`config.mk`:
```
export PLATFORM = sky130hd
export DESIGN_NAME = console_line_editor
export DESIGN_NICKNAME = d
export VERILOG_FILES = /design/src/rtl/cle_pkg.sv /design/src/rtl/cle_line_buf.sv /design/src/rtl/console_line_editor.sv
export SDC_FILE = /design/constraint.sdc
export NUM_CORES = 1
export LEC_CHECK = 0
export ABC_CLOCK_PERIOD_IN_PS = 4700
export BUFFER_PORTS_ARGS = -buffer_cell sky130_fd_sc_hd__buf_2
export CORE_MARGIN = 5
export CORE_UTILIZATION = 39
export DETAILED_ROUTE_END_ITERATION = 10
export SLEW_MARGIN = 20
export SYNTH_ARGS = -nofsm -noshare
export SYNTH_HDL_FRONTEND = slang
export SYNTH_SLANG_ARGS = --single-unit
```
`constraint.sdc`:
```
create_clock -name clk -period 4.7 [get_ports clk]
set_clock_uncertainty 0.2 [all_clocks]
set_input_delay 0.705 -clock clk [delete_from_list [all_inputs] [get_ports clk]]
set_output_delay 0.705 -clock clk [all_outputs]
set_load 0.02 [all_outputs]
```
`src/rtl/cle_pkg.sv`:
```
// Shared constants, types and codes for the console line editor.
package cle_pkg;

  localparam int LINE_DEPTH = 32;
  localparam int ADDR_W     = $clog2(LINE_DEPTH);
  localparam int COUNT_W    = 5;
  localparam int SIZE_W     = 6;
  localparam int SIZE_TOP   = (LINE_DEPTH < 32) ? LINE_DEPTH : 32;
  localparam int MAX_RESULTS = 32;

  // Character codes
  localparam logic [7:0] CH_CR    = 8'h0D;
  localparam logic [7:0] CH_LF    = 8'h0A;
  localparam logic [7:0] CH_BS    = 8'h08;
  localparam logic [7:0] CH_DEL   = 8'h7F;
  localparam logic [7:0] CH_SPACE = 8'h20;

  // Result kinds
  localparam logic KIND_ECHO = 1'b0;
  localparam logic KIND_LINE = 1'b1;

  localparam logic [SIZE_W-1:0] SIZE_RESET = SIZE_W'(32);
  localparam logic [SIZE_W-1:0] SIZE_MIN   = SIZE_W'(2);
  localparam logic [SIZE_W-1:0] SIZE_MAX   = SIZE_W'(SIZE_TOP);

  // Readout cap after a three-byte erase echo
  localparam logic [COUNT_W-1:0] ERASE_CAP = COUNT_W'(MAX_RESULTS - 3);

  typedef enum logic [1:0] {
    ST_IDLE,
    ST_ECHO,
    ST_LOAD,
    ST_EMIT
  } state_t;

  // Line buffer access for one cycle
  typedef struct packed {
    logic              wr_en;
    logic [ADDR_W-1:0] wr_addr;
    logic [7:0]        wr_data;
    logic              rd_en;
    logic [ADDR_W-1:0] rd_addr;
  } buf_req_t;

endpackage

```
`src/rtl/cle_line_buf.sv`:
```
// Line buffer memory: one write port, one registered read port.
module cle_line_buf
  import cle_pkg::*;
(
  input  logic       clk,
  input  buf_req_t   req,
  output logic [7:0] rd_data
);

  logic [7:0] mem [LINE_DEPTH];

  // Write the stored byte
  always_ff @(posedge clk) begin
    if (req.wr_en) begin
      mem[req.wr_addr] <= req.wr_data;
    end
  end

  // Read and hold the byte until the next enabled read
  always_ff @(posedge clk) begin
    if (req.rd_en) begin
      rd_data <= mem[req.rd_addr];
    end
  end

endmodule

```
`src/rtl/console_line_editor.sv`:
```
// Top level of the console line editor: sequencer, count, output register.
//
//   channel | direction | handshake          | payload
//   --------+-----------+--------------------+--------------------------------------
//   in      | input     | in_valid/in_stall  | rx_byte
//   out     | output    | out_valid/out_stall| result_kind, data_byte, line_length, last
//   cfg     | input     | cfg_valid/cfg_ready| line_size
//
// An accepted byte is decoded and its echo bytes (up to three) are sent; when the
// line completes, the buffer is prefetched (ST_LOAD) and each stored byte is read
// out in turn through the single buffer read port.
// in_stall is high while a byte is still being worked on.
// Reset (rst, synchronous) clears the count, sequencer and output valid and
// sets line_size to 32; buffer contents are not cleared.
// With out_valid high, out_stall only holds the output register and echo/readout.
module console_line_editor
  import cle_pkg::*;
(
  input  logic              clk,
  input  logic              rst,
  input  logic              in_valid,
  output logic              in_stall,
  input  logic [7:0]        rx_byte,
  output logic              out_valid,
  input  logic              out_stall,
  output logic              result_kind,
  output logic [7:0]        data_byte,
  output logic [4:0]        line_length,
  output logic              last,
  input  logic              cfg_valid,
  output logic              cfg_ready,
  input  logic [SIZE_W-1:0] line_size
);

  state_t             state, state_next;
  logic [SIZE_W-1:0]  size_reg;
  logic [COUNT_W-1:0] count;
  logic [7:0]         cbyte;
  logic               erase;
  logic [1:0]         echo_cnt;
  logic [1:0]         echo_idx;
  logic               complete;
  logic [COUNT_W-1:0] line_len;
  logic [COUNT_W-1:0] rd_cap;
  logic [COUNT_W-1:0] rd_idx;

  logic               accept;
  logic               slot_free;
  logic [7:0]         c_in;
  logic               in_erase;
  logic               in_ignore;
  logic [COUNT_W-1:0] new_count;
  logic [SIZE_W-1:0]  eff_size;
  logic [COUNT_W-1:0] limit;
  logic               in_complete;
  logic [1:0]         in_echo_cnt;
  logic               echo_end;
  logic               emit_end;

  logic               out_load;
  logic               load_kind;
  logic [7:0]         load_data;
  logic [4:0]         load_len;
  logic               load_last;

  buf_req_t           breq;
  logic [7:0]         buf_q;

  cle_line_buf u_buf (
    .clk     (clk),
    .req     (breq),
    .rd_data (buf_q)
  );

  // Configuration register
  assign cfg_ready = 1'b1;

  always_ff @(posedge clk) begin
    if (rst) begin
      size_reg <= SIZE_RESET;
    end else if (cfg_valid && cfg_ready) begin
      size_reg <= line_size;
    end
  end

  // Clamp the size and form the stored-byte limit
  always_comb begin
    if (size_reg < SIZE_MIN) begin
      eff_size = SIZE_MIN;
    end else if (size_reg > SIZE_MAX) begin
      eff_size = SIZE_MAX;
    end else begin
      eff_size = size_reg;
    end
    limit = COUNT_W'(eff_size - SIZE_W'(1));
  end

  // Decode the incoming byte
  assign in_stall  = (state != ST_IDLE);
  assign accept    = in_valid && !in_stall;
  assign slot_free = !out_valid || !out_stall;

  always_comb begin
    c_in        = (rx_byte == CH_CR) ? CH_LF : rx_byte;
    in_erase    = (c_in == CH_BS) || (c_in == CH_DEL);
    in_ignore   = in_erase && (count == '0);
    new_count   = in_erase ? (count - COUNT_W'(1)) : (count + COUNT_W'(1));
    in_complete = ((c_in == CH_LF) || (new_count >= limit)) && (new_count != '0);
    if (in_erase) begin
      in_echo_cnt = 2'd3;
    end else if (c_in == CH_LF) begin
      in_echo_cnt = 2'd0;
    end else begin
      in_echo_cnt = 2'd1;
    end
  end

  assign echo_end = (echo_idx == (echo_cnt - 2'd1));
  assign emit_end = (rd_idx == (rd_cap - COUNT_W'(1)));

  // Next state
  always_comb begin
    state_next = state;
    case (state)
      ST_IDLE: begin
        if (accept && !in_ignore) begin
          if (in_echo_cnt != 2'd0) begin
            state_next = ST_ECHO;
          end else if (in_complete) begin
            state_next = ST_LOAD;
          end
        end
      end
      ST_ECHO: begin
        if (slot_free && echo_end) begin
          state_next = complete ? ST_LOAD : ST_IDLE;
        end
      end
      ST_LOAD: begin
        state_next = ST_EMIT;
      end
      ST_EMIT: begin
        if (slot_free && emit_end) begin
          state_next = ST_IDLE;
        end
      end
      default: begin
        state_next = ST_IDLE;
      end
    endcase
  end

  // Outputs of the sequencer
  always_comb begin
    out_load     = 1'b0;
    load_kind    = KIND_ECHO;
    load_data    = cbyte;
    load_len     = '0;
    load_last    = 1'b0;
    breq.wr_en   = 1'b0;
    breq.wr_addr = ADDR_W'(count);
    breq.wr_data = c_in;
    breq.rd_en   = 1'b0;
    breq.rd_addr = ADDR_W'(rd_idx + COUNT_W'(1));
    case (state)
      ST_IDLE: begin
        breq.wr_en = accept && !in_erase;
      end
      ST_ECHO: begin
        out_load  = slot_free;
        load_kind = KIND_ECHO;
        if (erase) begin
          load_data = (echo_idx == 2'd1) ? CH_SPACE : CH_BS;
        end else begin
          load_data = cbyte;
        end
        load_last = echo_end && !complete;
      end
      ST_LOAD: begin
        breq.rd_en   = 1'b1;
        breq.rd_addr = '0;
      end
      ST_EMIT: begin
        out_load   = slot_free;
        load_kind  = KIND_LINE;
        load_data  = buf_q;
        load_len   = line_len;
        load_last  = emit_end;
        breq.rd_en = slot_free;
      end
      default: begin
        out_load = 1'b0;
      end
    endcase
  end

  // Sequencer and line state
  always_ff @(posedge clk) begin
    if (rst) begin
      state <= ST_IDLE;
      count <= '0;
    end else begin
      state <= state_next;
      if (accept && !in_ignore) begin
        count <= in_complete ? '0 : new_count;
      end
    end
  end

  // Latch the per-byte work and advance the echo and readout indexes
  always_ff @(posedge clk) begin
    if (accept) begin
      cbyte    <= c_in;
      erase    <= in_erase;
      echo_cnt <= in_echo_cnt;
      echo_idx <= 2'd0;
      complete <= in_complete;
      line_len <= new_count;
      rd_cap   <= (in_erase && (new_count > ERASE_CAP)) ? ERASE_CAP : new_count;
    end else if (state == ST_ECHO && slot_free) begin
      echo_idx <= echo_idx + 2'd1;
    end
    if (state == ST_LOAD) begin
      rd_idx <= '0;
    end else if (state == ST_EMIT && slot_free) begin
      rd_idx <= rd_idx + COUNT_W'(1);
    end
  end

  // Output register: load on transfer slot, drop valid when taken
  always_ff @(posedge clk) begin
    if (rst) begin
      out_valid <= 1'b0;
    end else if (out_load) begin
      out_valid <= 1'b1;
    end else if (!out_stall) begin
      out_valid <= 1'b0;
    end
  end

  always_ff @(posedge clk) begin
    if (out_load) begin
      result_kind <= load_kind;
      data_byte   <= load_data;
      line_length <= load_len;
      last        <= load_last;
    end
  end

endmodule
```
Yosys cells after proc, flatten, opt, wreduce, memory -nomap -nowiden
Memory sizes are Yosys's and may differ from the RTL's. A register that Yosys moved wholly into a read port is not among the register bits.
Cells that the tools add are included.
- register bits after elaboration: 58
- RAM bits: 256
- input port bits: 19
- output and inout port bits: 18
- logic and storage cells: 97
- memories: 1
- memories (memory ; depth ; bits a word ; read ports ; clocked after memory_dff ; wr ports ; line ; text):
    u_buf.mem ; 32 ; 8 ; 1 ; 1 ; 1 ; cle_line_buf.sv:10 ; logic [7:0] mem [LINE_DEPTH];
- add/sub/neg operators: 7
- order comparisons: 4
- eq/ne operators: 15
- muxes and demuxes: 27
- reductions and logical operators: 27
- operator list (kind ; number):
    $mux 5 ; 5
    $eq 8x4->1 const B ; 3
    $mux 8 ; 2
    $pmux 8 s2 ; 1
    $sub 5x1->5 const B ; 3
    $mux 2 ; 7
    $logic_and 1x1->1 ; 11
    $add 5x1->5 const B ; 2
    $eq 8x7->1 const B ; 1
    $mux 1 ; 8
    $pmux 2 s4 ; 1
    $gt 6x6->1 const B ; 1
    $logic_not 1->1 ; 6
    $lt 6x2->1 const B ; 1
    $mux 6 ; 1
    $ne 2x2->1 const B ; 3
    $eq 5x5->1 ; 1
    $ge 5x5->1 ; 1
    $gt 5x5->1 const B ; 1
    $logic_not 5->1 ; 1
    $reduce_bool 5->1 ; 1
    $eq 2x1->1 const B ; 2
    $eq 2x2->1 const B ; 2
    $pmux 1 s2 ; 2
    other kinds (10) ; 13

Logic depth before layout (Yosys ltp)
Gate-level depths: netlist of the first run.
- depth in word-level cells: 12
- gate-level depth with buffers: 15
- mapped depth without buffers: 15

By module
From an unflattened synthesis of the first run, not the netlist that was laid out.
- cells, all modules: 699
- area, all modules: 13127.6 µm²
- modules (own cells, without submodules) (module ; times used ; cells an instance ; area each (µm²) ; sequential area each (µm²)):
    cle_line_buf ; 1 ; 417 ; 10133.5 ; 7927.6
    console_line_editor ; 1 ; 282 ; 2994.1 ; 1501.4

Worst setup path after synthesis of the first run
Ideal clock, no wire load.
- path type: input to register
- start: input rx_byte[4]
- end: register count[1]
- setup time: 0.101 ns
- data arrival time: 3.553 ns
- data required time: 4.399 ns
- slack: 0.846 ns
- cell stages on the path: 14
- path buffers: 0
- path through: or3_1 > nor3_2 > a21oi_2 > fa_1 > nand2b_1 > a21oi_1 > xor2_1 > xor2_1 > inv_1 > ha_1 > o21ai_0 > o211a_1 > a21oi_1 > o41ai_1
- word-level cells in the longest chain between the ends: 9
- elaborated cells on any way between the ends: 15
- those cells by class: order compare (1); eq/ne (4); mux (3); reduce/logical (7)
- RTL lines (item ; line ; text):
    start, declared ; console_line_editor.sv:23 ; input logic [7:0] rx_byte,
    $eq 8x4->1 ; console_line_editor.sv:104 ; c_in = (rx_byte == CH_CR) ? CH_LF : rx_byte;
    $mux 8 (*) ; console_line_editor.sv:104 ;
    $eq 8x4->1 or $eq 8x7->1 (tied branches) ; console_line_editor.sv:105 ; in_erase = (c_in == CH_BS) || (c_in == CH_DEL);
    $logic_or 1x1->1 (*) ; console_line_editor.sv:105 ;
    $mux 5 (*) ; console_line_editor.sv:107 ; new_count = in_erase ? (count - COUNT_W'(1)) : (count + COUNT_W'(1));
    net new_count[4] ; console_line_editor.sv:52 ; logic [COUNT_W-1:0] new_count;
    $ge 5x5->1 ; console_line_editor.sv:108 ; in_complete = ((c_in == CH_LF) || (new_count >= limit)) && (new_count != '0);
    $logic_or 1x1->1 ; console_line_editor.sv:108 ;
    $logic_and 1x1->1 (*) ; console_line_editor.sv:108 ;
    net in_complete ; console_line_editor.sv:55 ; logic in_complete;
    $mux 5 (*) ; console_line_editor.sv:205 ; count <= in_complete ? '0 : new_count;
    end signal, assigned ; console_line_editor.sv:205 ;
    end, declared ; console_line_editor.sv:37 ; logic [COUNT_W-1:0] count;
Mark *: on every way through the listed nets, which the timed path passes. The rest lies on a longest branch.
A chain may end at the register's enable or synchronous reset.

Worst setup path in the final report of the first run
Same ends and word-level chain as after synthesis.

==> insert_results.sql, run 1 <==
INSERT INTO impl_metrics (metric_group, metric, value, unit) VALUES
('status', 'status', 'finished clean', ''),
('global_route', 'global_route_wire_length_before_repair', '49500', 'um'),
('sta', 'fin_setup_tns', '0', 'ps'),
('clock_tree', 'cts_buffer_depth', '3', ''),
('clock_tree', 'cts_tree', 'done', ''),
('power_and_ir_drop', 'total_power_per_unit_cell_area', '527', 'nW/um^2'),
('sta', 'max_freq', '0.256', 'GHz'),
('routing', 'drt-pass1-iter-count', '5', ''),
('run', 'maxCapViolations', '0', ''),
('yosys', 'post_synth_top_cells', '300 x edfxtp_1, 99 x nand2_1, 62 x nor2_1', ''),
('sta', 'tightestPinTransition', '996', 'ps'),
('clock_tree', 'clkLatencyLatePin', '510', 'ps'),
('place', 'place.gp.congestion', '0.836', ''),
('sta', 'final-setup-viol-count', '0', ''),
('yosys', 'synth_top_area_share', '66.1', '%'),
('final_layout', 'post_route_cells_drive_above_1_share', '14.7', '%'),
('place', 'detailed_place_hpwl', '20800', 'um'),
('routing', 'detail_route.drc_violations', '0', ''),
('routing', 'post_drt_wl_per_cell', '22.1', 'um'),
('final_layout', 'syn_to_final_growth', '13.3', '%'),
('global_route', 'grt_pass1_vias', '8158', ''),
('critical_path', 'cpPeakStageDelay', '390', 'ps'),
('yosys', 'syn-mean-instance-area', '14.2', 'sq um'),
('yosys', 'synthXorXnorAreaFrac', '1.28', '%'),
('power_and_ir_drop', 'power.share.switching', '30.2', '%'),
('critical_path', 'crit_arrival', '4100', 'ps'),
('clock_tree', 'clock_sink_count', '321', ''),
('yosys', 'synth_fp_nets', '995', ''),
('final_layout', 'finalNetCount', '1032', ''),
('yosys', 'yosysWarningCount', '0', ''),
('floorplanning', 'x_dimension_of_the_die', '197', 'um'),
('power_and_ir_drop', 'p_leak', '5.26', 'nW'),
('yosys', 'yosysMostFrequentCell', 'edfxtp_1', ''),
('global_route', 'groute.usage.overall', '16.6', '%'),
('floorplanning', 'die_height', '197', 'um'),
('floorplanning', 'core_footprint', '34500', 'sq um'),
('power_and_ir_drop', 'cell_internal_pwr', '5.68', 'mW'),
('min_path', 'min_path_type', 'in -> reg', ''),
('clock_tree', 'cts_hold_buf', '0', ''),
('sta', 'grt_setup_unrepaired', 'no', ''),
('yosys', 'synth_adder_area_share', '1.43', '%'),
('yosys', 'synth_compound_gate_area_share', '11.2', '%'),
('yosys', 'yosysTopAreaCell', 'edfxtp_1', ''),
('final_layout', 'registers.top_by_ff_count', 'u_buf.mem', ''),
('sta', 'timing.final.ws_setup', '800', 'ps'),
('yosys', 'synthArstFlopShare', '0', '%'),
('routing', 'via_per_inst', '5.58', ''),
('yosys', 'muxShareOfSynthArea', '4.99', '%'),
('clock_tree', 'clock_tree.root_cell', 'clkbuf_16', ''),
('sta', 'final.period_utilization', '83.0', '%'),
('critical_path', 'endpoint_kind', 'flop', ''),
('power_and_ir_drop', 'worst_ir_drop_vdd', '0.379', 'mV'),
('clock_tree', 'depth_of_the_cts_h_tree', '2', ''),
('routing', 'drt_iter0_markers', '862', ''),
('yosys', 'dominant_combinational_cell_family_by_area_after_synthesis', 'compound AO/OA/AOI/OAI gates', ''),
('place', 'numPortBuffers', '35', ''),
('floorplanning', 'design.portCount', '37', ''),
('sta', 'timing.max_slew.rel_slack', '33.5', '%'),
('yosys', 'synth_flop_cell', 'edfxtp_1', ''),
('global_route', 'grt_overflow', '0', ''),
('routing', 'vias', '8237', ''),
('power_and_ir_drop', 'combPwrFrac', '24.7', '%'),
('clock_tree', 'postCtsSetupRepairBufs', '0', ''),
('floorplanning', 'die_area', '38800', 'sq um'),
('clock_tree', 'tritoncts.num_buffers', '34', ''),
('critical_path', 'critical_path_peak_fanout', '7', ''),
('yosys', 'count_of_flip_flops_with_a_built_in_enable_after_synthesis', '300', ''),
('yosys', 'post_synth_num_cell_types', '64', ''),
('floorplanning', 'std_cell_rows', '68', ''),
('final_layout', 'finalCoreUtilization', '44.7', '%'),
('global_route', 'grt_max_degree', '47', '');
cells in the final DEF, fill, tap and decap left out, drive strengths merged, types with 8 or more instances in the layout:
master   synthesis  routed
a211oi          30      30
a21oi           29      29
a22o             9       9
a22oi           12      12
a31oi            8       8
a32o             8       8
buf             35      61
clkbuf          25      44
dfxtp           21      21
edfxtp         300     300
ha              14      14
inv             28      30
mux2i           18      18
mux4            20      20
nand2          100     100
nand2b          30      30
nand3           15      15
nor2            63      63
nor2b           19      19
o2111ai          9       9
o211ai           9       9
o21ai           54      54
o311a           12      12
xnor2           13      13
area by class of cell:
cell class,count,area [sq um]
multi-input combinational,552,3820
clock inverter,15,209
sequential,321,9430
fill,3079,19100
tap,455,569
clock buffer,44,930
inverter,28,105
timing repair buffer,61,370
kinds of logic (layout without fill, tap and decap cells):
group	Yosys count	in the layout
compound gates	216	216
simple gates	259	259
fa+ha+maj	15	15
xor+xnor	19	19
mux	42	42
other cells	1	1
buf+inv	88	148
flops	321	321
routing by layer:
metal / wire length (um) / track usage [%]
met1: 13600 / 23.1
met5: 0 / 0
met2: 15700 / 27.3
met3: 2150 / 2.26
met4: 1130 / 5.62
critical path, delay by kind of cell:
kind,cells,cell delay (ps)
compound gates,6,1030
xor+xnor,2,530
fa+ha+maj,2,540
simple gates,3,740
buf+inv,4,540
path summary, 6_finish.rpt:
check	from	endpoint	slack (ps)	depth (start not counted)
hold reg to reg	rd_idx[4]	rd_idx[4]	320	2
setup reg to reg	count[0]	count[1]	1100	12
hold / removal	line_size[5]	size_reg[5]	210	3
setup / recovery	rx_byte[4]	count[1]	800	17
power groups by stage:
stage	Sequential (mW)	Clock, mW	Combinational (mW)
after floorplan	3.47	0	1.33
after global placement	3.46	0	1.98
after detailed placement	3.46	0	1.99
after CTS	3.40	2.78	2.00
after global routing	3.41	2.90	2.15
final	3.40	2.73	2.01
through the flow:
stage,instance area (sq um),hold WS (ps),std cells
2_1_floorplan,13600,285,961
3_3_place_gp,14300,314,1417
3_5_place_dp,14300,312,1417
4_1_cts,15400,208,1476
5_1_grt,15400,221,1476
6_report,15400,215,1476
(Power assumes the default switching activity.)
==> inputs of run 2 (changes only) <==
--- a/config.mk
+++ b/config.mk
@@ -5,7 +5,7 @@
 export SDC_FILE = /design/constraint.sdc
 export NUM_CORES = 1
 export LEC_CHECK = 0
-export ABC_CLOCK_PERIOD_IN_PS = 4700
+export ABC_CLOCK_PERIOD_IN_PS = 4000
 export BUFFER_PORTS_ARGS = -buffer_cell sky130_fd_sc_hd__buf_2
 export CORE_MARGIN = 5
 export CORE_UTILIZATION = 39
==> constraint.sdc (replaced) <==
create_clock -name clk -period 4 [get_ports clk]
set_clock_uncertainty 0.2 [all_clocks]
set_input_delay 0.6 -clock clk [delete_from_list [all_inputs] [get_ports clk]]
set_output_delay 0.6 -clock clk [all_outputs]
set_load 0.02 [all_outputs]
==> run 2 against run 1 <==
  * Sequential share of layout area is 1.2 points lower
  * Critical path type unchanged
  * Total power is 19% higher
  * Clock power is 20% higher
  * Setup slack worse by 220 ps
  * Critical endpoint unchanged
  * First-iteration DRC count is 8.1% lower
  * Flip-flop and latch count stayed put
==> insert_results.sql, run 2 (synthesized netlist as in run 1, its figures left out) <==
INSERT INTO impl_metrics (metric_group, metric, value, unit) VALUES
('final_layout', 'post_layout_nonfiller_instances', '1511', ''),
('final_layout', 'finalCoreUtilization', '45.5', '%'),
('power_and_ir_drop', 'worst_ir_drop_vdd', '0.342', 'mV'),
('floorplanning', 'die_area', '38800', 'sq um'),
('global_route', 'global_route_wire_length_before_repair', '50200', 'um'),
('critical_path', 'critical_path.n_buffers_inverters', '2', ''),
('place', 'place.gp.congestion', '0.845', ''),
('final_layout', 'most_common_cell_after_layout_fill_and_taps_aside', 'edfxtp_1', ''),
('sta', 'tightestPinTransition', '1100', 'ps'),
('critical_path', 'critPathLaunchType', 'primary input', ''),
('global_route', 'grt_pass1_vias', '8170', ''),
('sta', 'max_freq', '0.292', 'GHz'),
('sta', 'final.period_utilization', '85.6', '%'),
('clock_tree', 'depth_of_the_cts_h_tree', '2', ''),
('critical_path', 'timing.setup.critical_path_class', 'in -> reg', ''),
('clock_tree', 'clock_sink_count', '321', ''),
('power_and_ir_drop', 'total_power_per_unit_cell_area', '617', 'nW/um^2'),
('routing', 'drt-pass1-iter-count', '5', ''),
('status', 'status', 'finished clean', ''),
('critical_path', 'reg2reg_setup_slack', '630', 'ps'),
('floorplanning', 'design.portCount', '37', ''),
('clock_tree', 'tritoncts.num_buffers', '35', ''),
('min_path', 'min_path_type', 'in -> reg', ''),
('clock_tree', 'clock_tree.root_cell', 'clkbuf_16', ''),
('global_route', 'grt_overflow', '0', ''),
('final_layout', 'finalNetCount', '1063', ''),
('floorplanning', 'die_height', '197', 'um'),
('clock_tree', 'cts_tree', 'done', ''),
('sta', 'timing.max_slew.rel_slack', '26.0', '%'),
('routing', 'post_drt_wl_per_cell', '21.8', 'um'),
('critical_path', 'cpPeakStageDelay', '390', 'ps'),
('global_route', 'groute.usage.overall', '16.9', '%'),
('final_layout', 'ff_latch_area', '9430', 'sq um'),
('routing', 'drt_iter0_markers', '792', ''),
('floorplanning', 'core_footprint', '34500', 'sq um'),
('final_layout', 'registers.top_by_ff_count', 'u_buf.mem', ''),
('sta', 'hold_viol_final', '0', ''),
('final_layout', 'final.fill_count', '3044', ''),
('run', 'maxCapViolations', '0', ''),
('sta', 'timing.final.max_slew_violations', '0', ''),
('clock_tree', 'clkLatencyLatePin', '510', 'ps'),
('power_and_ir_drop', 'p_leak', '5.46', 'nW'),
('clock_tree', 'postCtsSetupRepairBufs', '0', ''),
('final_layout', 'syn_to_final_growth', '15.5', '%'),
('sta', 'grt_setup_unrepaired', 'no', ''),
('critical_path', 'critical-path-slowest-cell', 'or3_1', ''),
('global_route', 'antenna_found_initial', '1', ''),
('power_and_ir_drop', 'finalPower', '9.71', 'mW'),
('place', 'numPortBuffers', '35', ''),
('clock_tree', 'cts_hold_buf', '0', ''),
('sta', 'fin_hold_ws', '115', 'ps'),
('critical_path', 'critical_path_peak_fanout', '4', ''),
('place', 'dp.cells', '1447', ''),
('routing', 'vias', '8190', ''),
('final_layout', 'number_of_flip_flops_in_the_largest_register', '256', ''),
('critical_path', 'crit_arrival', '3620', 'ps'),
('global_route', 'grt_max_degree', '57', ''),
('floorplanning', 'x_dimension_of_the_die', '197', 'um'),
('final_layout', 'most-common-layout-cells', '300 x edfxtp_1, 99 x nand2_1, 61 x nor2_1', ''),
('routing', 'antenna_violating_nets_post_route', '0', ''),
('critical_path', 'timing.critical_path.cells', 'buf_2 > or3_1 > nor3_2 > a21oi_2 > fa_1 > nand2b_1 > a21oi_1 > xor2_1 > xor2_1 > inv_1 > ha_1 > o21ai_0 > o211a_1 > a21oi_1 > o41ai_1', ''),
('sta', 'min_period', '3420', 'ps'),
('clock_tree', 'post_cts_resized', '0', ''),
('sta', 'timing.final.ws_setup', '578', 'ps'),
('floorplanning', 'start_util', '39.4', '%'),
('floorplanning', 'std_cell_rows', '68', ''),
('critical_path', 'crit_family', 'compound AO/OA/AOI/OAI gates', ''),
('routing', 'via_per_inst', '5.42', ''),
('place', 'post_place_instance_area', '14500', 'sq um'),
('place', 'detailed_place_hpwl', '21600', 'um'),
('routing', 'detail_route.drc_violations', '0', ''),
('final_layout', 'final_cell_area', '15700', 'sq um'),
('critical_path', 'endpoint_kind', 'flop', ''),
('place', 'preCtsSetupSlack', '83.5', 'ps'),
('final_layout', 'post_route_cells_drive_above_1_share', '17.5', '%'),
('final_layout', 'multi_input_area', '3820', 'sq um'),
('clock_tree', 'cts_buffer_depth', '3', ''),
('sta', 'fin_setup_tns', '0', 'ps'),
('routing', 'totalWireLength', '32900', 'um'),
('clock_tree', 'clkTransAtPathRegs', '60', 'ps'),
('sta', 'final-setup-viol-count', '0', ''),
('critical_path', 'critical_path_required', '4200', 'ps');
==> run 2: power breakdown <==
| group | switching, mW | total (mW) | internal, mW |
|---|---|---|---|
| logic | 1.54 | 2.41 | 0.870 |
| registers | 0.116 | 4.01 | 3.90 |
| clock network | 1.28 | 3.28 | 2.00 |
| total | 2.94 | 9.71 | 6.77 |
==> run 2: path summary, 6_finish.rpt <==
check / start / cells after the start / end
max: rx_byte[4] / 15 / count[1]
min reg2reg: cbyte[4] / 1 / data_byte[4]
min: line_size[5] / 3 / size_reg[5]
max reg2reg: rd_idx[0] / 7 / u_buf.rd_data[7]
==> run 2: layout make-up <==
type | instances | share of cell area, %
clock inverters | 18 | 1.22
clock buffers | 45 | 6.27
multi-input cells | 552 | 24.3
repair buffers | 91 | 3.95
diodes | 1 | 0.0159
flip-flops and latches | 321 | 60.0
inverters | 28 | 0.668
well taps | 455 | 3.62
==> run 2: worst register-to-register path: stages (launching register included) <==
cell and delay, ps:
dfxtp_2 640, buf_4 420, buf_4 390, nand2_1 100
a211oi_1 310, o21ai_0 260, o311a_1 210, nor4_1 550
==> run 2: routing by layer <==
layer | vias to the layer above | global-route usage, % | wire length (um)
met3 | 69 | 2.67 | 1550
met4 | 0 | 6.52 | 1200
met1 | 4084 | 23.5 | 14400
met5 | - | 0 | 0
li1 | 3819 | - | -
met2 | 218 | 27.0 | 15700
==> inputs of run 3 (changes only) <==
--- a/config.mk
+++ b/config.mk
@@ -6,10 +6,11 @@
 export NUM_CORES = 1
 export LEC_CHECK = 0
 export ABC_CLOCK_PERIOD_IN_PS = 4000
-export BUFFER_PORTS_ARGS = -buffer_cell sky130_fd_sc_hd__buf_2
 export CORE_MARGIN = 5
 export CORE_UTILIZATION = 39
 export DETAILED_ROUTE_END_ITERATION = 10
+export DONT_BUFFER_PORTS = 1
+export REMOVE_ABC_BUFFERS = 1
 export SLEW_MARGIN = 20
 export SYNTH_ARGS = -nofsm -noshare
 export SYNTH_HDL_FRONTEND = slang
==> run 3 against run 2 <==
  * Wire length up 2.7%
  * Register-to-register slack better by 20 ps
  * Final cell count down 1.5%
  * Maximum frequency down 0.20%
  * First-iteration DRC count down 0.76%
==> insert_results.sql, run 3 (synthesized netlist as in run 1, its figures left out) <==
INSERT INTO impl_metrics (metric_group, metric, value, unit) VALUES
('status', 'status', 'finished clean', ''),
('floorplanning', 'std_cell_rows', '68', ''),
('final_layout', 'registers.top_by_ff_count', 'u_buf.mem', ''),
('critical_path', 'critical_path_required', '4210', 'ps'),
('clock_tree', 'post_cts_resized', '0', ''),
('place', 'preCtsSetupSlack', '63.8', 'ps'),
('place', 'detailed_place_hpwl', '22400', 'um'),
('critical_path', 'cpPeakStageDelay', '400', 'ps'),
('sta', 'final.period_utilization', '85.7', '%'),
('sta', 'min_period', '3430', 'ps'),
('sta', 'hold_viol_final', '0', ''),
('clock_tree', 'tritoncts.num_buffers', '34', ''),
('critical_path', 'timing.rr.end', 'count[0]', ''),
('global_route', 'global_route_wire_length_before_repair', '50600', 'um'),
('sta', 'tightestPinTransition', '1010', 'ps'),
('sta', 'max_freq', '0.292', 'GHz'),
('global_route', 'antenna_found_initial', '1', ''),
('floorplanning', 'die_height', '197', 'um'),
('power_and_ir_drop', 'pwr-share-seq', '42.0', '%'),
('power_and_ir_drop', 'worst_ir_drop_vdd', '0.267', 'mV'),
('sta', 'timing.final.ws_setup', '571', 'ps'),
('place', 'place.gp.congestion', '0.854', ''),
('routing', 'totalWireLength', '33800', 'um'),
('routing', 'post_drt_wl_per_cell', '22.7', 'um'),
('sta', 'grt_setup_unrepaired', 'no', ''),
('critical_path', 'critPathLaunchType', 'primary input', ''),
('sta', 'fin_setup_tns', '0', 'ps'),
('final_layout', 'finalNetCount', '1044', ''),
('critical_path', 'reg2reg_from', 'count[0]', ''),
('global_route', 'grt_overflow', '0', ''),
('clock_tree', 'cts_hold_buf', '7', ''),
('final_layout', 'finalCoreUtilization', '45.4', '%'),
('power_and_ir_drop', 'pwr-share-clk', '32.9', '%'),
('sta', 'final-setup-viol-count', '0', ''),
('critical_path', 'crit_arrival', '3640', 'ps'),
('final_layout', 'post_route_cells_drive_above_1_share', '15.7', '%'),
('place', 'dp.cells', '1422', ''),
('sta', 'timing.final.max_slew_violations', '0', ''),
('routing', 'via_per_inst', '5.51', ''),
('critical_path', 'critical_path_peak_fanout', '7', ''),
('sta', 'fin_hold_ws', '30.7', 'ps'),
('clock_tree', 'cts_tree', 'done', ''),
('final_layout', 'number_of_flip_flops_in_the_largest_register', '256', ''),
('sta', 'timing.max_slew.rel_slack', '32.4', '%'),
('power_and_ir_drop', 'p_leak', '5.39', 'nW'),
('routing', 'antenna_violating_nets_post_route', '0', ''),
('final_layout', 'most_common_cell_after_layout_fill_and_taps_aside', 'edfxtp_1', ''),
('clock_tree', 'cts_buffer_depth', '3', ''),
('global_route', 'groute.usage.overall', '17.3', '%'),
('clock_tree', 'clkTransAtPathRegs', '60', 'ps'),
('critical_path', 'critical-path-slowest-cell', 'or3_1', ''),
('place', 'numPortBuffers', '0', ''),
('critical_path', 'reg2reg_setup_slack', '650', 'ps'),
('floorplanning', 'start_util', '39.4', '%'),
('power_and_ir_drop', 'total_power_per_unit_cell_area', '613', 'nW/um^2'),
('power_and_ir_drop', 'combPwrFrac', '25.1', '%'),
('routing', 'detail_route.drc_violations', '0', ''),
('final_layout', 'number_of_diodes', '0', ''),
('power_and_ir_drop', 'total_switching_power', '2.91', 'mW'),
('routing', 'drt-pass1-iter-count', '5', ''),
('floorplanning', 'design.portCount', '37', ''),
('critical_path', 'critical_path.startpoint', 'rx_byte[4]', ''),
('clock_tree', 'clock_sink_count', '321', ''),
('final_layout', 'post_layout_nonfiller_instances', '1489', ''),
('clock_tree', 'clkLatencyLatePin', '510', 'ps'),
('floorplanning', 'x_dimension_of_the_die', '197', 'um'),
('final_layout', 'most-common-layout-cells', '300 x edfxtp_1, 99 x nand2_1, 64 x buf_4', ''),
('critical_path', 'endpoint_kind', 'flop', ''),
('power_and_ir_drop', 'cell_internal_pwr', '6.69', 'mW'),
('final_layout', 'syn_to_final_growth', '15.1', '%'),
('floorplanning', 'die_area', '38800', 'sq um'),
('global_route', 'grt_pass1_vias', '7959', ''),
('clock_tree', 'depth_of_the_cts_h_tree', '2', ''),
('critical_path', 'timing.setup.critical_path_class', 'in -> reg', ''),
('routing', 'drt_iter0_markers', '786', ''),
('critical_path', 'timing.critical_path.cells', 'or3_1 > nor3_2 > a21oi_2 > buf_4 > inv_1 > ha_1 > a21o_1 > a21oi_2 > xnor2_1 > ha_1 > o21ai_0 > o211a_1 > a21oi_1 > o41ai_1', ''),
('critical_path', 'ff2ff_path_depth', '13', ''),
('clock_tree', 'clock_tree.root_cell', 'clkbuf_16', ''),
('run', 'maxCapViolations', '0', ''),
('global_route', 'grt_max_degree', '43', ''),
('routing', 'vias', '8199', ''),
('power_and_ir_drop', 'power.share.switching', '30.3', '%'),
('critical_path', 'critical_path.endpoint', 'count[1]', ''),
('min_path', 'min_path_type', 'in -> reg', ''),
('clock_tree', 'postCtsSetupRepairBufs', '0', ''),
('floorplanning', 'core_footprint', '34500', 'sq um');
==> run 3: cell count changes in the layout (fill, tap and decap cells not counted), moves of 2 or more <==
| cell | change |
|---|---|
| buf_12 | +4 |
| buf_2 | -34 |
| buf_4 | +10 |
| clkbuf_1 | -2 |
| clkbuf_16 | -2 |
| clkinv_1 | +2 |
| clkinv_2 | -2 |
| clkinv_4 | +2 |
| dlygate4sd3_1 | +2 |
==> run 3: layout make-up <==
type | count | area, sq um
timing repair buffer | 73 | 626
fill | 3078 | 18900
inverter | 28 | 105
sequential | 321 | 9430
multi-input combinational | 552 | 3820
clock inverter | 20 | 206
tap | 455 | 569
clock buffer | 40 | 915
==> run 3: routing by layer <==
metal	wire, um	track usage (%)	vias up	part of all wire (%)
met3	2240	3.21	56	6.6
met2	16600	28.9	269	49
met4	750	4.70	2	2.2
met5	13	0	-	0.038
li1	-	-	3784	-
met1	14200	23.4	4088	42
==> run 3: worst min path at each step <==
stage	depth (start not counted)	from	slack, ps	end
after global routing	2	line_size[5]	20	size_reg[5]
after detailed placement	1	cbyte[7]	320	data_byte[7]
after global placement	2	echo_idx[1]	310	echo_idx[1]
final	2	line_size[5]	30	size_reg[5]
after floorplan	2	size_reg[0]	290	size_reg[0]
after CTS	2	line_size[5]	10	size_reg[5]
==> run 3: worst max-delay path, delay by kind of cell <==
| family | cells | cell delay, ps |
|---|---|---|
| compound gates | 7 | 1300 |
| xor+xnor | 1 | 290 |
| buf+inv | 2 | 300 |
| fa+ha+maj | 2 | 600 |
| simple gates | 2 | 570 |
==> run 3: stage by stage <==
stage          power (mW)  area [sq um]
2_1_floorplan        5.50         13300
3_3_place_gp         6.47         14400
3_5_place_dp         6.49         14400
4_1_cts              9.68         15700
5_1_grt              10.0         15700
6_report             9.61         15700
==> run 3: power groups by stage <==
| stage | sequential, mW | clock, mW | combinational [mW] |
|---|---|---|---|
| after floorplan | 4.15 | 0 | 1.35 |
| after global placement | 4.11 | 0 | 2.36 |
| after detailed placement | 4.11 | 0 | 2.38 |
| after CTS | 4.04 | 3.22 | 2.42 |
| after global routing | 4.05 | 3.35 | 2.61 |
| final | 4.04 | 3.16 | 2.41 |
